File: config.mk
export PLATFORM = sky130hd
export DESIGN_NAME = alarm_qualify_fsm_flat
export DESIGN_NICKNAME = d
export VERILOG_FILES = /design/src/hw/rtl/aqf_pkg.sv /design/src/hw/rtl/aqf_ifs.sv /design/src/hw/rtl/alarm_qualify_fsm.sv /design/src/hw/rtl/aqf_cfg_regs.sv /design/src/hw/rtl/aqf_chan_step.sv /design/src/flat_wrapper.sv
export SDC_FILE = /design/constraint.sdc
export NUM_CORES = 1
export LEC_CHECK = 0
export BUFFER_PORTS_ARGS = -buffer_cell sky130_fd_sc_hd__buf_2
export CORE_MARGIN = 4
export CORE_UTILIZATION = 55
export DETAILED_ROUTE_END_ITERATION = 10
export HOLD_SLACK_MARGIN = 0.02
export MAX_ROUTING_LAYER = met4
export PLACE_DENSITY = 0.72
export SETUP_SLACK_MARGIN = 0.02
export SYNTH_ARGS = -nofsm -noshare
export SYNTH_HDL_FRONTEND = slang
export SYNTH_SLANG_ARGS = --single-unit
File: constraint.sdc
create_clock -name i_clk -period 3.3 [get_ports i_clk]
set_input_delay 0.495 -clock i_clk [delete_from_list [all_inputs] [get_ports i_clk]]
set_output_delay 0.495 -clock i_clk [all_outputs]
set_load 0.02 [all_outputs]
File: src/hw/rtl/aqf_pkg.sv
// aqf_pkg: shared types, constants and register codes for the alarm qualifier
`timescale 1ns / 1ps
`default_nettype none

package aqf_pkg;

    // build options
    localparam int CHANNELS   = 4;
    localparam int DELAY_BITS = 16;

    // fixed field widths
    localparam int CH_BITS       = 2;
    localparam int COND_BITS     = 2;
    localparam int EV_BITS       = 2;
    localparam int MAP_BITS      = 4;
    localparam int MODE_BITS     = 12;
    localparam int MODE_CH_BITS  = 3;
    localparam int CFG_IDX_BITS  = 3;
    localparam int CFG_DATA_BITS = 16;

    // channel index width into per-channel storage
    localparam int CH_IDX_W = (CHANNELS > 1) ? $clog2(CHANNELS) : 1;

    // condition codes
    localparam logic [COND_BITS-1:0] CND_CLEARED   = 2'd0;
    localparam logic [COND_BITS-1:0] CND_TRIGGERED = 2'd1;

    // per-channel mode bits
    localparam logic [1:0] MODE_EN_MASK = 2'h3;
    localparam logic [1:0] MODE_DISABLE = 2'h2;
    localparam int         MODE_AUTO_BIT = 2;

    // configuration register indexes
    localparam logic [CFG_IDX_BITS-1:0] REG_MODES  = 3'd0;
    localparam logic [CFG_IDX_BITS-1:0] REG_DELAY0 = 3'd1;

    typedef enum logic [1:0] {
        PH_INACTIVE = 2'd0,
        PH_PRE      = 2'd1,
        PH_ACTIVE   = 2'd2,
        PH_POST     = 2'd3
    } t_phase;

    typedef enum logic [EV_BITS-1:0] {
        EV_NONE   = 2'd0,
        EV_RAISED = 2'd1,
        EV_ENDED  = 2'd2
    } t_event;

    // configuration seen by one channel
    typedef struct packed {
        logic                  dis;
        logic                  autorel;
        logic [DELAY_BITS-1:0] dly;
    } t_chan_cfg;

    // outcome of one scan step
    typedef struct packed {
        t_phase                phase;
        logic [DELAY_BITS-1:0] count;
        t_event                ev;
    } t_step;

endpackage

`default_nettype wire

File: src/hw/rtl/aqf_ifs.sv
// aqf_ifs: valid/ready channel interfaces for scan steps, results and config writes
`timescale 1ns / 1ps
`default_nettype none

interface aqf_in_if import aqf_pkg::*; ();
    logic                 valid;
    logic                 ready;
    logic [CH_BITS-1:0]   channel;
    logic [COND_BITS-1:0] condition;

    modport source (output valid, output channel, output condition, input ready);
    modport sink   (input valid, input channel, input condition, output ready);
endinterface

interface aqf_out_if import aqf_pkg::*; ();
    logic                valid;
    logic                ready;
    logic [EV_BITS-1:0]  event_res;
    logic [CH_BITS-1:0]  event_channel;
    logic [1:0]          channel_state;
    logic [MAP_BITS-1:0] active_bitmap;

    modport source (output valid, output event_res, output event_channel,
                    output channel_state, output active_bitmap, input ready);
    modport sink   (input valid, input event_res, input event_channel,
                    input channel_state, input active_bitmap, output ready);
endinterface

interface aqf_cfg_if import aqf_pkg::*; ();
    logic                     valid;
    logic                     ready;
    logic [CFG_IDX_BITS-1:0]  index;
    logic [CFG_DATA_BITS-1:0] data;

    modport source (output valid, output index, output data, input ready);
    modport sink   (input valid, input index, input data, output ready);
endinterface

`default_nettype wire

File: src/hw/rtl/alarm_qualify_fsm.sv
// alarm_qualify_fsm: four-channel alarm qualifier top level
// path: input register, then result register; an accepted input beat moves
// on into the result register once the output side is free
// throughput: one input beat per cycle while the result side is not stalled
// a step that follows on the same channel sees the state its predecessor left
// reset (synchronous, active low) clears all phases, countdowns, the alarm
// bitmap, the mode and delay registers and both pipeline valid flags
`timescale 1ns / 1ps
`default_nettype none

module alarm_qualify_fsm import aqf_pkg::*; (
    input  wire logic i_clk,
    input  wire logic i_rst_n,
    aqf_in_if.sink    i_in,
    aqf_cfg_if.sink   i_cfg,
    aqf_out_if.source o_out
);

    // input register
    logic                  r_in_valid;
    logic [CH_BITS-1:0]    r_in_ch;
    logic [COND_BITS-1:0]  r_in_cnd;

    // channel state
    t_phase                r_phase [CHANNELS];
    logic [DELAY_BITS-1:0] r_count [CHANNELS];
    logic [MAP_BITS-1:0]   r_raised;
    logic [MAP_BITS-1:0]   n_raised;

    // result register
    logic                  r_out_valid;
    t_event                r_out_ev;
    logic [CH_BITS-1:0]    r_out_ch;
    t_phase                r_out_state;
    logic [MAP_BITS-1:0]   r_out_map;

    logic                  out_free;
    logic                  adv;
    logic                  ch_ok;
    logic [CH_IDX_W-1:0]   idx;
    logic [MAP_BITS-1:0]   ch_bit;
    t_chan_cfg             chan_cfg;
    t_step                 step;
    t_phase                n_state;
    t_event                n_ev;

    // handshake
    assign out_free   = !r_out_valid || o_out.ready;
    assign adv        = r_in_valid && out_free;
    assign i_in.ready = !r_in_valid || out_free;

    assign ch_ok  = ({1'b0, r_in_ch} < (CH_BITS + 1)'(CHANNELS));
    assign idx    = r_in_ch[CH_IDX_W-1:0];
    assign ch_bit = MAP_BITS'(1) << r_in_ch;

    aqf_cfg_regs u_cfg (
        .i_clk      (i_clk),
        .i_rst_n    (i_rst_n),
        .i_cfg      (i_cfg),
        .i_sel      (idx),
        .o_chan_cfg (chan_cfg)
    );

    aqf_chan_step u_step (
        .i_phase (r_phase[idx]),
        .i_count (r_count[idx]),
        .i_cond  (r_in_cnd),
        .i_cfg   (chan_cfg),
        .o_step  (step)
    );

    // bitmap and result fields for the step in flight
    always_comb begin
        n_raised = r_raised;
        n_state  = PH_INACTIVE;
        n_ev     = EV_NONE;
        if (ch_ok) begin
            n_state = step.phase;
            n_ev    = step.ev;
            if (step.ev == EV_RAISED) begin
                n_raised = r_raised | ch_bit;
            end else if (step.ev == EV_ENDED) begin
                n_raised = r_raised & ~ch_bit;
            end
        end
    end

    // input register
    always_ff @(posedge i_clk) begin
        if (!i_rst_n) begin
            r_in_valid <= 1'b0;
        end else if (i_in.ready) begin
            r_in_valid <= i_in.valid;
        end
    end

    always_ff @(posedge i_clk) begin
        if (i_in.valid && i_in.ready) begin
            r_in_ch  <= i_in.channel;
            r_in_cnd <= i_in.condition;
        end
    end

    // channel state update
    always_ff @(posedge i_clk) begin
        if (!i_rst_n) begin
            r_raised <= '0;
            for (int c = 0; c < CHANNELS; c++) begin
                r_phase[c] <= PH_INACTIVE;
                r_count[c] <= '0;
            end
        end else if (adv && ch_ok) begin
            r_raised     <= n_raised;
            r_phase[idx] <= step.phase;
            r_count[idx] <= step.count;
        end
    end

    // result register
    always_ff @(posedge i_clk) begin
        if (!i_rst_n) begin
            r_out_valid <= 1'b0;
        end else if (adv) begin
            r_out_valid <= 1'b1;
        end else if (o_out.ready) begin
            r_out_valid <= 1'b0;
        end
    end

    always_ff @(posedge i_clk) begin
        if (adv) begin
            r_out_ev    <= n_ev;
            r_out_ch    <= r_in_ch;
            r_out_state <= n_state;
            r_out_map   <= n_raised;
        end
    end

    assign o_out.valid         = r_out_valid;
    assign o_out.event_res     = r_out_ev;
    assign o_out.event_channel = r_out_ch;
    assign o_out.channel_state = r_out_state;
    assign o_out.active_bitmap = r_out_map;

endmodule

`default_nettype wire

File: src/hw/rtl/aqf_cfg_regs.sv
// aqf_cfg_regs: mode and delay registers with per-channel selection
`timescale 1ns / 1ps
`default_nettype none

module aqf_cfg_regs import aqf_pkg::*; (
    input  wire logic                i_clk,
    input  wire logic                i_rst_n,
    aqf_cfg_if.sink                  i_cfg,
    input  wire logic [CH_IDX_W-1:0] i_sel,
    output t_chan_cfg                o_chan_cfg
);

    logic [MODE_BITS-1:0]    r_modes;
    logic [DELAY_BITS-1:0]   r_delay [CHANNELS];
    logic [MODE_CH_BITS-1:0] chan_mode [CHANNELS];
    logic                    wr;

    // writes are always taken
    assign i_cfg.ready = 1'b1;
    assign wr = i_cfg.valid;

    // register file
    always_ff @(posedge i_clk) begin
        if (!i_rst_n) begin
            r_modes <= '0;
            for (int c = 0; c < CHANNELS; c++) begin
                r_delay[c] <= '0;
            end
        end else if (wr) begin
            if (i_cfg.index == REG_MODES) begin
                r_modes <= i_cfg.data[MODE_BITS-1:0];
            end
            for (int c = 0; c < CHANNELS; c++) begin
                if (i_cfg.index == CFG_IDX_BITS'(REG_DELAY0 + c)) begin
                    r_delay[c] <= i_cfg.data[DELAY_BITS-1:0];
                end
            end
        end
    end

    // split modes into per-channel fields
    always_comb begin
        for (int c = 0; c < CHANNELS; c++) begin
            chan_mode[c] = r_modes[MODE_CH_BITS*c +: MODE_CH_BITS];
        end
    end

    // selected channel view
    always_comb begin
        o_chan_cfg.dis     = (chan_mode[i_sel][1:0] & MODE_EN_MASK) == MODE_DISABLE;
        o_chan_cfg.autorel = chan_mode[i_sel][MODE_AUTO_BIT];
        o_chan_cfg.dly     = r_delay[i_sel];
    end

endmodule

`default_nettype wire

File: src/hw/rtl/aqf_chan_step.sv
// aqf_chan_step: next phase, countdown and event for one channel scan step
`timescale 1ns / 1ps
`default_nettype none

module aqf_chan_step import aqf_pkg::*; (
    input  wire t_phase                i_phase,
    input  wire logic [DELAY_BITS-1:0] i_count,
    input  wire logic [COND_BITS-1:0]  i_cond,
    input  wire t_chan_cfg             i_cfg,
    output t_step                      o_step
);

    logic trig;
    logic clr;
    logic cnt_nz;

    assign trig   = (i_cond == CND_TRIGGERED);
    assign clr    = (i_cond == CND_CLEARED);
    assign cnt_nz = (i_count != '0);

    // phase transitions; hold and unused codes keep the state unless the channel is disabled
    always_comb begin
        o_step.phase = i_phase;
        o_step.count = i_count;
        o_step.ev    = EV_NONE;
        if (!(i_cfg.dis && i_phase == PH_INACTIVE)) begin
            unique case (i_phase)
                PH_INACTIVE: begin
                    if (trig) begin
                        o_step.count = i_cfg.dly;
                        o_step.phase = PH_PRE;
                    end
                end
                PH_PRE: begin
                    if (i_cfg.dis) begin
                        o_step.phase = PH_INACTIVE;
                    end else if (trig) begin
                        if (cnt_nz) begin
                            o_step.count = i_count - 1'b1;
                        end else begin
                            o_step.phase = PH_ACTIVE;
                            o_step.ev    = EV_RAISED;
                        end
                    end else if (clr) begin
                        o_step.count = '0;
                        o_step.phase = PH_INACTIVE;
                    end
                end
                PH_ACTIVE: begin
                    if (i_cfg.dis) begin
                        o_step.count = '0;
                        o_step.phase = PH_POST;
                    end else if (trig) begin
                        o_step.count = '0;
                    end else if (clr && i_cfg.autorel) begin
                        o_step.count = i_cfg.dly;
                        o_step.phase = PH_POST;
                    end
                end
                PH_POST: begin
                    if (i_cfg.dis) begin
                        o_step.count = '0;
                        o_step.phase = PH_INACTIVE;
                        o_step.ev    = EV_ENDED;
                    end else if (clr) begin
                        if (cnt_nz) begin
                            o_step.count = i_count - 1'b1;
                        end else begin
                            o_step.phase = PH_INACTIVE;
                            o_step.ev    = EV_ENDED;
                        end
                    end else if (trig) begin
                        o_step.count = '0;
                        o_step.phase = PH_ACTIVE;
                    end
                end
            endcase
        end
    end

endmodule

`default_nettype wire

File: src/flat_wrapper.sv
// flat-port wrapper written by rule: the top's interface ports become plain ports
module alarm_qualify_fsm_flat import aqf_pkg::*;
  (i_clk, i_rst_n, i_in_valid, i_in_channel, i_in_condition, i_in_ready, i_cfg_valid, i_cfg_index, i_cfg_data, i_cfg_ready, o_out_valid, o_out_event_res, o_out_event_channel, o_out_channel_state, o_out_active_bitmap, o_out_ready);
  aqf_in_if i_in_i ();
  aqf_cfg_if i_cfg_i ();
  aqf_out_if o_out_i ();
  input  wire logic i_clk;
  input  wire logic i_rst_n;
  input wire logic [$bits(i_in_i.valid)-1:0] i_in_valid;
  input wire logic [$bits(i_in_i.channel)-1:0] i_in_channel;
  input wire logic [$bits(i_in_i.condition)-1:0] i_in_condition;
  output wire logic [$bits(i_in_i.ready)-1:0] i_in_ready;
  input wire logic [$bits(i_cfg_i.valid)-1:0] i_cfg_valid;
  input wire logic [$bits(i_cfg_i.index)-1:0] i_cfg_index;
  input wire logic [$bits(i_cfg_i.data)-1:0] i_cfg_data;
  output wire logic [$bits(i_cfg_i.ready)-1:0] i_cfg_ready;
  output wire logic [$bits(o_out_i.valid)-1:0] o_out_valid;
  output wire logic [$bits(o_out_i.event_res)-1:0] o_out_event_res;
  output wire logic [$bits(o_out_i.event_channel)-1:0] o_out_event_channel;
  output wire logic [$bits(o_out_i.channel_state)-1:0] o_out_channel_state;
  output wire logic [$bits(o_out_i.active_bitmap)-1:0] o_out_active_bitmap;
  input wire logic [$bits(o_out_i.ready)-1:0] o_out_ready;
  assign i_in_i.valid = i_in_valid;
  assign i_in_i.channel = i_in_channel;
  assign i_in_i.condition = i_in_condition;
  assign i_in_ready = i_in_i.ready;
  assign i_cfg_i.valid = i_cfg_valid;
  assign i_cfg_i.index = i_cfg_index;
  assign i_cfg_i.data = i_cfg_data;
  assign i_cfg_ready = i_cfg_i.ready;
  assign o_out_valid = o_out_i.valid;
  assign o_out_event_res = o_out_i.event_res;
  assign o_out_event_channel = o_out_i.event_channel;
  assign o_out_channel_state = o_out_i.channel_state;
  assign o_out_active_bitmap = o_out_i.active_bitmap;
  assign o_out_i.ready = o_out_ready;
  alarm_qualify_fsm u_core (.i_clk(i_clk), .i_rst_n(i_rst_n), .i_in(i_in_i), .i_cfg(i_cfg_i), .o_out(o_out_i));
endmodule
==> flow_summary.yaml, run 1 <==
outcome:
  status: "complete, no violations"
timing:
  slew_headroom_pct: 27.5
  finalSetupViolCount: 0
  maxSlewViolCount: 0
  tightestPinTransition_ns: 1.08
  hold_viol: 0
  min_period_ns: 3.20
  clock.fmax_mhz: 312
  finalCritPeriodShare_pct: 97.0
  fin_worst_skew_ns: 0.0113
  grt_setup_unrepaired: "false"
  tns_ns: 0
  hold_ws_ns: 0.249
yosys:
  synth-edff-count: 150
  synth_seq_area_share_pct: 52.8
  syn-num-nets: 835
  ys_types: 78
  ys_seq_elements: 170
  synthCells: 805
  yosysWarnings: 0
  avgSynthCellArea_um2: 11.5
  syn_area_um2: 9280
  postSynth.asyncResetShare_pct: 0
  synthFlopType: "edfxtp_1"
worst_setup_path:
  path_cells: "buf_12, mux4_2, inv_1, ha_1, or4b_1, o2111ai_1, o21ai_0, nand3_1, o31ai_2"
  rr_endpoint: "u_core.r_count[3][12]$_DFFE_PP_"
  cpLargestDelayFamily: "simple AND/OR/NAND/NOR gates"
  crit_slowest_cell: "mux4_2"
  path_max_fanout: 22
  cp.depth: 9
  slowest_delay_ns: 0.63
  r2r_setup_slack_ns: 0.1
  worstPathArrival_ns: 3.36
  required_ns: 3.46
  critPathCaptureType: "register"
  setup.worst_path.start_class: "register"
  setup.worst_path.end: "u_core.r_count[3][12]$_DFFE_PP_"
  rr_worst_depth: 9
  critPathKind: "register to register"
  path_buf_inv: 2
finish:
  fin_util_pct: 65.3
  seqCellArea_um2: 4910
  final_design_area_no_fill_um2: 10800
  multi_input_area_um2: 4150
  layout_commonest_cell: "edfxtp_1"
  n_antenna_cell: 0
  fillerInstances: 1331
  nNetsFinal: 925
  area_growth_pct: 16.7
  final_cell_mix: "edfxtp_1 (150), buf_4 (82), nand2_1 (77), and2_1 (67), nor2_1 (63)"
  layout-drive-gt1-share_pct: 26.8
floorplan:
  die_x_um: 138
  io_pins: 41
  rows: 47
  die_y_um: 138
  core_area_um2: 16600
  start_util_pct: 56.0
  die_area_um2: 19000
global_route:
  antenna_found_initial: 0
  grt_util_all_layers_pct: 30.7
  grt_pass1_wl_mm: 41.7
  grt_start_max_net_pins: 27
  grt_pass1_vias: 7246
  overflow: 0
worst_hold_path:
  hold_start: "i_in_condition[1]"
  hold_class: "input port to register"
place:
  portBuffers: 39
  place.gp.congestion: 0.962
  postPlaceCellArea_um2: 10200
  hpwl_mm: 18.8
drt:
  drt-vias-per-instance: 6.53
  drt_iter0_drc: 878
  wl_mm: 27.0
  dr.pass1.iters: 5
  vias: 7365
  drc: 0
  wl_per_cell_um: 23.9
  drtAntennaViolNets: 0
cts:
  cts_max_path_buffers: 2
  cts_tree: "built"
  htreeDepth: 4
  cts_buffers: 17
  clock-sinks: 170
  clk_pin_slew_ns: 0.07
  clockRootBuffer: "clkbuf_16"
  holdBufCountCts: 0
  clk_latency_ns: 0.43
pwr:
  p_per_area_nw_per_um2: 505
  max-vdd-ir-drop_mv: 0.357
  p_leak_nw: 3.92
run:
  max_cap_violations: 0
==> sequential cells by signal, indices dropped and copies added (netlist names), 2 cells and up, named ones only <==
name / flops
u_core.o_out.active_bitmap: 4
u_core.u_cfg.r_modes: 12
u_core.idx: 2
u_core.o_out.event_res: 2
u_core.r_count: 64
u_core.r_in_cnd: 2
u_core.o_out.event_channel: 2
u_core.r_raised: 4
u_core.o_out.channel_state: 2
u_core.u_cfg.r_delay: 64
u_core.r_phase: 8
==> power breakdown <==
group / internal, mW / switching, mW
Sequential: 2.46 / 0.0459
Combinational: 0.417 / 0.630
Clock: 1.07 / 0.852
==> cell usage after synthesis, types with 5 or more instances <==
master | number | area share, %
nor2b_1 | 11 | 0.74
o2bb2ai_1 | 5 | 0.47
or3_1 | 7 | 0.47
inv_1 | 13 | 0.53
clkbuf_1 | 38 | 1.5
nand4_1 | 7 | 0.47
o21ai_0 | 19 | 1.0
o211ai_1 | 6 | 0.49
mux2i_1 | 14 | 1.5
nor2_1 | 64 | 2.6
buf_2 | 6 | 0.32
edfxtp_1 | 150 | 49
o31ai_1 | 17 | 1.4
dfxtp_1 | 20 | 4.3
nand2b_1 | 13 | 0.88
nand2_1 | 77 | 3.1
and3_1 | 9 | 0.61
nor3_1 | 37 | 2.0
mux2_2 | 9 | 1.1
and2_1 | 67 | 4.5
a21oi_1 | 44 | 2.4
mux4_2 | 38 | 9.2
nor4_1 | 9 | 0.61
a31oi_1 | 9 | 0.61
nand3_1 | 19 | 1.0
==> area by class of cell <==
class	instances	area share [%]
clock buffers	19	4.09
clock inverters	13	1.10
multi-input cells	568	38.3
repair buffers	125	8.22
flip-flops and latches	170	45.3
inverters	13	0.450
well taps	220	2.54
==> per-stage QoR <==
| stage | setup slack, ns | instances | total power, mW |
|---|---|---|---|
| floorplan | 0.342 | 805 | 3.12 |
| global placement | -0.0322 | 1092 | 3.52 |
| detailed placement | -0.0557 | 1092 | 3.54 |
| CTS | 0.0364 | 1124 | 5.44 |
| global route | 0.0293 | 1128 | 5.65 |
| finish | 0.0989 | 1128 | 5.47 |
==> routing by layer <==
metal	part of all wire (%)	vias up	wire, µm	global-route usage [%]
met4	3.7	0	1000	13.3
met2	49	410	13200	47.7
li1	-	3265	-	-
met1	39	3614	10500	39.5
met5	0	-	0	-
met3	8.5	76	2290	6.17
==> worst min path at each step <==
| stage | end | slack [ns] | depth (start not counted) |
|---|---|---|---|
| 6_report | u_core.r_in_cnd[1]$_DFFE_PP_ | 0.25 | 1 |
| 3_5_place_dp | u_core.u_cfg.r_modes[8]$_SDFFE_PN0P_ | 0.45 | 2 |
| 3_3_place_gp | u_core.u_cfg.r_modes[5]$_SDFFE_PN0P_ | 0.44 | 2 |
| 5_1_grt | u_core.r_in_cnd[1]$_DFFE_PP_ | 0.24 | 1 |
| 2_1_floorplan | u_core.o_out.event_channel[0]$_DFFE_PP_ | 0.42 | 0 |
| 4_1_cts | u_core.r_in_cnd[1]$_DFFE_PP_ | 0.24 | 1 |
==> repair_timing <==
action,CTS,global route
setup buffers,0,4
resized for setup,5,9
setup endpoints to repair,8,46
pin swaps,0,2
==> cells by family (layout without fill, tap and decap cells) <==
family,Yosys count,after routing,share of synthesized area [%]
flip-flops,170,170,52.8
AO/OA/AOI/OAI,153,153,11.6
adder cells (fa/ha/maj),2,2,0.269
multiplexers,62,62,12.1
AND/OR/NAND/NOR,350,350,19.9
buffers and inverters,67,170,3.23
other,1,1,0.0404
==> worst reg2reg max path, cell delays in order, from the launching register on <==
cell,delay (ns)
dfxtp_2,0.34
buf_12,0.20
mux4_2,0.63
inv_1,0.13
ha_1,0.24
or4b_1,0.51
o2111ai_1,0.28
o21ai_0,0.29
nand3_1,0.20
o31ai_2,0.11
(Power assumes the default switching activity.)
==> inputs of run 2 (changes only) <==
PLACE_DENSITY = 0.69   (was 0.72)
==> run 2 against run 1 <==
Compared with the run above: via count shrank 1.3%; die area is the same; setup slack better by 0.083 ns; worst hold slack gained 0.012 ns; maximum frequency up 2.7%; critical path type unchanged; largest cell class unchanged; highest routed layer unchanged.
==> flow_summary.yaml, run 2 (synthesized netlist as in run 1, its figures left out) <==
place:
  place.gp.congestion: 0.974
  portBuffers: 39
  hpwl_mm: 18.3
  post-place-ws_ns: 0.176
worst_hold_path:
  hold_path_depth: 1
  hold_path_end: "u_core.idx[1]$_DFFE_PP_"
  hold_start: "i_in_channel[1]"
  hold_class: "input port to register"
drt:
  drc: 0
  drtAntennaViolNets: 0
  wirelength_met1_mm: 10.3
  wl_mm: 26.8
  vias: 7268
  top_layer_used: "met4"
  wl_met2_mm: 13.1
  drt-vias-per-instance: 6.61
  wl_per_cell_um: 24.4
  wl_met3_mm: 2.30
  dr.pass1.iters: 6
  drt_iter0_drc: 776
floorplan:
  start_util_pct: 56.0
  core_area_um2: 16600
  die_y_um: 138
  die_x_um: 138
  die_area_um2: 19000
  io_pins: 41
  rows: 47
global_route:
  grt_pass1_vias: 7187
  grt_util_all_layers_pct: 29.9
  antenna_found_initial: 0
  grt_pass1_wl_mm: 40.8
  overflow: 0
  grt_start_max_net_pins: 26
finish:
  layout-drive-gt1-share_pct: 22.5
  nNetsFinal: 896
  multi_input_area_um2: 4090
  n_antenna_cell: 0
  area_growth_pct: 13.9
  fin_util_pct: 63.8
  fillerInstances: 1284
  layout_commonest_cell: "edfxtp_1"
  seqCellArea_um2: 4910
  final_cell_mix: "edfxtp_1 (150), nand2_1 (77), and2_1 (67), nor2_1 (64), buf_4 (53)"
  top_regs: "u_core.r_count (64), u_core.u_cfg.r_delay (64), u_core.u_cfg.r_modes (12)"
pwr:
  p_per_area_nw_per_um2: 516
  p_leak_nw: 3.77
  max-vdd-ir-drop_mv: 0.359
cts:
  clockRootBuffer: "clkbuf_16"
  cts_max_path_buffers: 2
  htreeDepth: 4
  clk_pin_slew_ns: 0.06
  cts_tree: "built"
  post-cts-setup-buffer-count: 0
  clock-sinks: 170
  clk_latency_ns: 0.43
  cts_buffers: 17
timing:
  tns_ns: 0
  finalSetupViolCount: 0
  clock.fmax_mhz: 321
  finalCritPeriodShare_pct: 94.5
  maxSlewViolCount: 0
  tightestPinTransition_ns: 1.09
  hold_ws_ns: 0.261
  hold_viol: 0
  fin_worst_skew_ns: 0.00863
  slew_headroom_pct: 26.5
  min_period_ns: 3.12
  fin_ws_ns: 0.182
  grt_setup_unrepaired: "false"
worst_setup_path:
  rr_worst_depth: 8
  slowest_delay_ns: 0.69
  cpLargestDelayFamily: "simple AND/OR/NAND/NOR gates"
  critPathKind: "register to register"
  path_max_fanout: 21
  r2r_setup_slack_ns: 0.18
  rr_endpoint: "u_core.r_count[3][15]$_DFFE_PP_"
  required_ns: 3.48
  worstPathArrival_ns: 3.29
  critPathCaptureType: "register"
  path_cells: "buf_12, mux4_1, or3_1, or2_4, nor4_1, buf_4, mux2i_2, o21bai_1"
  setup.worst_path.start_class: "register"
  path_buf_inv: 2
  crit_slowest_cell: "mux4_1"
run:
  max_cap_violations: 0
outcome:
  status: "complete, no violations"
## run 2: cell types whose count changed in the layout (fill, tap and decap cells not counted), sizes merged
| cell | delta |
|---|---|
| bufinv | +2 |
| inv | -2 |
| clkbuf | +1 |
| buf | -29 |
| clkinvlp | +1 |
| clkinv | -2 |
## run 2: area by class of cell
type,count,area share [%]
Inverter,13,0.461
Clock buffer,20,4.13
Clock inverter,12,1.38
Multi-Input combinational cell,568,38.7
Tap cell,220,2.60
Timing Repair Buffer,96,6.37
Sequential cell,170,46.4
## run 2: metal layers
layer,up-vias,global-route usage (%)
li1,3201,-
met1,3552,37.2
met2,419,47.4
met3,96,7.00
met4,0,13.1
met5,-,-
## run 2: per-stage QoR
stage,cell area (µm²),total power [mW],std cells
final,10600,5.45,1099
after global placement,9990,3.44,1067
after CTS,10600,5.44,1099
after floorplan,9280,3.12,805
after global routing,10600,5.63,1099
after detailed placement,9990,3.46,1067
## run 2: what timing repair did
item / 4_1_cts / 5_1_grt
hold buffers: 0 / 0
setup endpoints to repair: 0 / 3
endpoints found under the hold margin: 0 / 0
gates resized for setup: 0 / 1
## run 2: worst max-delay path by stage
stage	start	end	cells past startpoint
global route	register	u_core.r_count[0][2]$_SDFFCE_PN0P_	9
CTS	register	u_core.r_count[3][15]$_DFFE_PP_	8
finish	register	u_core.r_count[3][15]$_DFFE_PP_	8
detailed placement	register	u_core.r_count[3][15]$_DFFE_PP_	8
floorplan	register	u_core.r_count[0][11]$_SDFFCE_PN0P_	7
global placement	register	u_core.r_count[0][7]$_SDFFCE_PN0P_	10
## run 2: power breakdown
part | leakage (nW) | internal, mW | switching, mW
clock network | 0.275 | 1.19 | 0.824
logic | 1.83 | 0.352 | 0.589
registers | 1.66 | 2.46 | 0.0463
==> inputs of run 3 (changes only) <==
ABC_CLOCK_PERIOD_IN_PS = 3300   (was default)
REMOVE_ABC_BUFFERS = 1   (was default)
==> run 3 against run 2 <==
Compared with the run above: maximum frequency shrank 0.91%; clock skew grew 0.0021 ns; die area is the same; critical path type unchanged; largest cell class unchanged; largest power group unchanged; highest routed layer unchanged.
==> flow_summary.yaml, run 3 (synthesized netlist as in run 1, its figures left out) <==
worst_setup_path:
  critPathCaptureType: "register"
  critPathKind: "register to register"
  path_cells: "mux4_1, or3_1, buf_4, or3_1, o31ai_1, o2111ai_1, nor3_1"
  crit_slowest_cell: "mux4_1"
  worstPathArrival_ns: 3.41
  cpLargestDelayFamily: "simple AND/OR/NAND/NOR gates"
  slowest_delay_ns: 0.74
  required_ns: 3.57
  path_buf_inv: 1
  crit_top_cell: "or3_1"
  path_max_fanout: 9
  setup.worst_path.start_class: "register"
cts:
  clk_latency_ns: 0.43
  clk_pin_slew_ns: 0.07
  cts_max_path_buffers: 2
  cts_buffers: 17
  cts_tree: "built"
  clockRootBuffer: "clkbuf_16"
  holdBufCountCts: 0
  clock-sinks: 170
  htreeDepth: 4
finish:
  layout_commonest_cell: "edfxtp_1"
  area_growth_pct: 15.3
  final_cell_mix: "edfxtp_1 (150), nand2_1 (77), buf_4 (74), and2_1 (67), nor2_1 (64)"
  layout-drive-gt1-share_pct: 24.5
  n_antenna_cell: 0
  fin_util_pct: 64.5
  final_design_area_no_fill_um2: 10700
  nNetsFinal: 915
  top_regs: "u_core.r_count (64), u_core.u_cfg.r_delay (64), u_core.u_cfg.r_modes (12)"
  final_cells: 1118
timing:
  slew_headroom_pct: 29.3
  clock.fmax_mhz: 318
  tns_ns: 0
  min_period_ns: 3.15
  finalSetupViolCount: 0
  fin_worst_skew_ns: 0.0108
  finalCritPeriodShare_pct: 95.4
  tightestPinTransition_ns: 1.05
  hold_ws_ns: 0.237
  maxSlewViolCount: 0
  hold_viol: 0
  grt_setup_unrepaired: "false"
place:
  hpwl_mm: 18.7
  place_inst: 1086
  portBuffers: 39
  place.gp.congestion: 1.02
  postPlaceCellArea_um2: 10100
floorplan:
  die_area_um2: 19000
  start_util_pct: 56.0
  core_area_um2: 16600
  io_pins: 41
  die_y_um: 138
  die_x_um: 138
  rows: 47
pwr:
  clkPwrFrac_pct: 36.3
  max-vdd-ir-drop_mv: 0.367
  p_leak_nw: 3.87
  internal_power_mw: 4.00
  p_per_area_nw_per_um2: 509
  p_sw_share_pct: 26.7
  p_sw_mw: 1.46
  combPwrFrac_pct: 17.8
  seqPwrFrac_pct: 45.8
global_route:
  grt_util_all_layers_pct: 30.3
  overflow: 0
  antenna_found_initial: 0
  grt_start_max_net_pins: 27
  grt_pass1_wl_mm: 41.2
  grt_pass1_vias: 7192
drt:
  wl_mm: 27.1
  vias: 7244
  wl_per_cell_um: 24.2
  drc: 0
  drt-vias-per-instance: 6.48
  drt_iter0_drc: 722
  dr.pass1.iters: 7
  drtAntennaViolNets: 0
outcome:
  status: "complete, no violations"
run:
  max_cap_violations: 0
worst_hold_path:
  hold_class: "input port to register"
run 3: cell count changes in the layout (fill, tap and decap cells not counted), sizes merged:
cell | before | now
buf | 96 | 115
bufinv | 3 | 0
clkbuf | 20 | 28
clkinv | 5 | 3
clkinvlp | 2 | 0
inv | 15 | 14
run 3: worst paths after layout:
check	depth (start not counted)	from	slack [ns]	endpoint
max	7	register	0.15	u_core.r_count[1][5]$_SDFFCE_PN0P_
min	1	i_in_condition[0]	0.24	u_core.r_in_cnd[0]$_DFFE_PP_
max reg2reg	7	register	0.15	u_core.r_count[1][5]$_SDFFCE_PN0P_
min reg2reg	2	u_core.u_cfg.r_modes[2]$_SDFFE_PN0P_	0.46	u_core.u_cfg.r_modes[2]$_SDFFE_PN0P_
run 3: what timing repair did:
action                     in CTS  in global routing
setup buffers                   0                  0
setup endpoints to repair       0                 31
resized for setup               0                  1
run 3: layout make-up:
cell class              count  area [µm²]
multi-input cells         568        4090
well taps                 220         275
repair buffers            115         791
clock inverters             4        27.5
inverters                  13        48.8
flip-flops and latches    170        4910
clock buffers              28         562
fillers                  1307        5880
run 3: stage by stage:
stage	setup WS, ns	total power [mW]
4_1_cts	0.0845	5.45
5_1_grt	0.0424	5.63
3_3_place_gp	0.0939	3.47
2_1_floorplan	-0.960	3.10
6_report	0.153	5.45
3_5_place_dp	0.138	3.49
run 3: routing by layer:
layer / track usage (%) / vias up / part of all wire (%)
met1: 37.6 / 3499 / 39
met2: 49.4 / 416 / 50
met3: 6.82 / 92 / 8.5
li1: - / 3237 / -
met5: - / - / 0
met4: 10.8 / 0 / 3.1
run 3: power by group through the flow:
stage	Clock [mW]	Combinational, mW	Sequential [mW]
after CTS	2.00	0.948	2.50
final	1.98	0.973	2.50
after global placement	0	0.933	2.54
after floorplan	0	0.531	2.57
after detailed placement	0	0.941	2.55
after global routing	2.09	1.03	2.51
run 3: worst reg2reg max path, stage by stage, from the launching register on:
cell and delay [ns]:
dfxtp_4 0.46, mux4_1 0.74, or3_1 0.48, buf_4 0.19
or3_1 0.30, o31ai_1 0.20, o2111ai_1 0.34, nor3_1 0.27
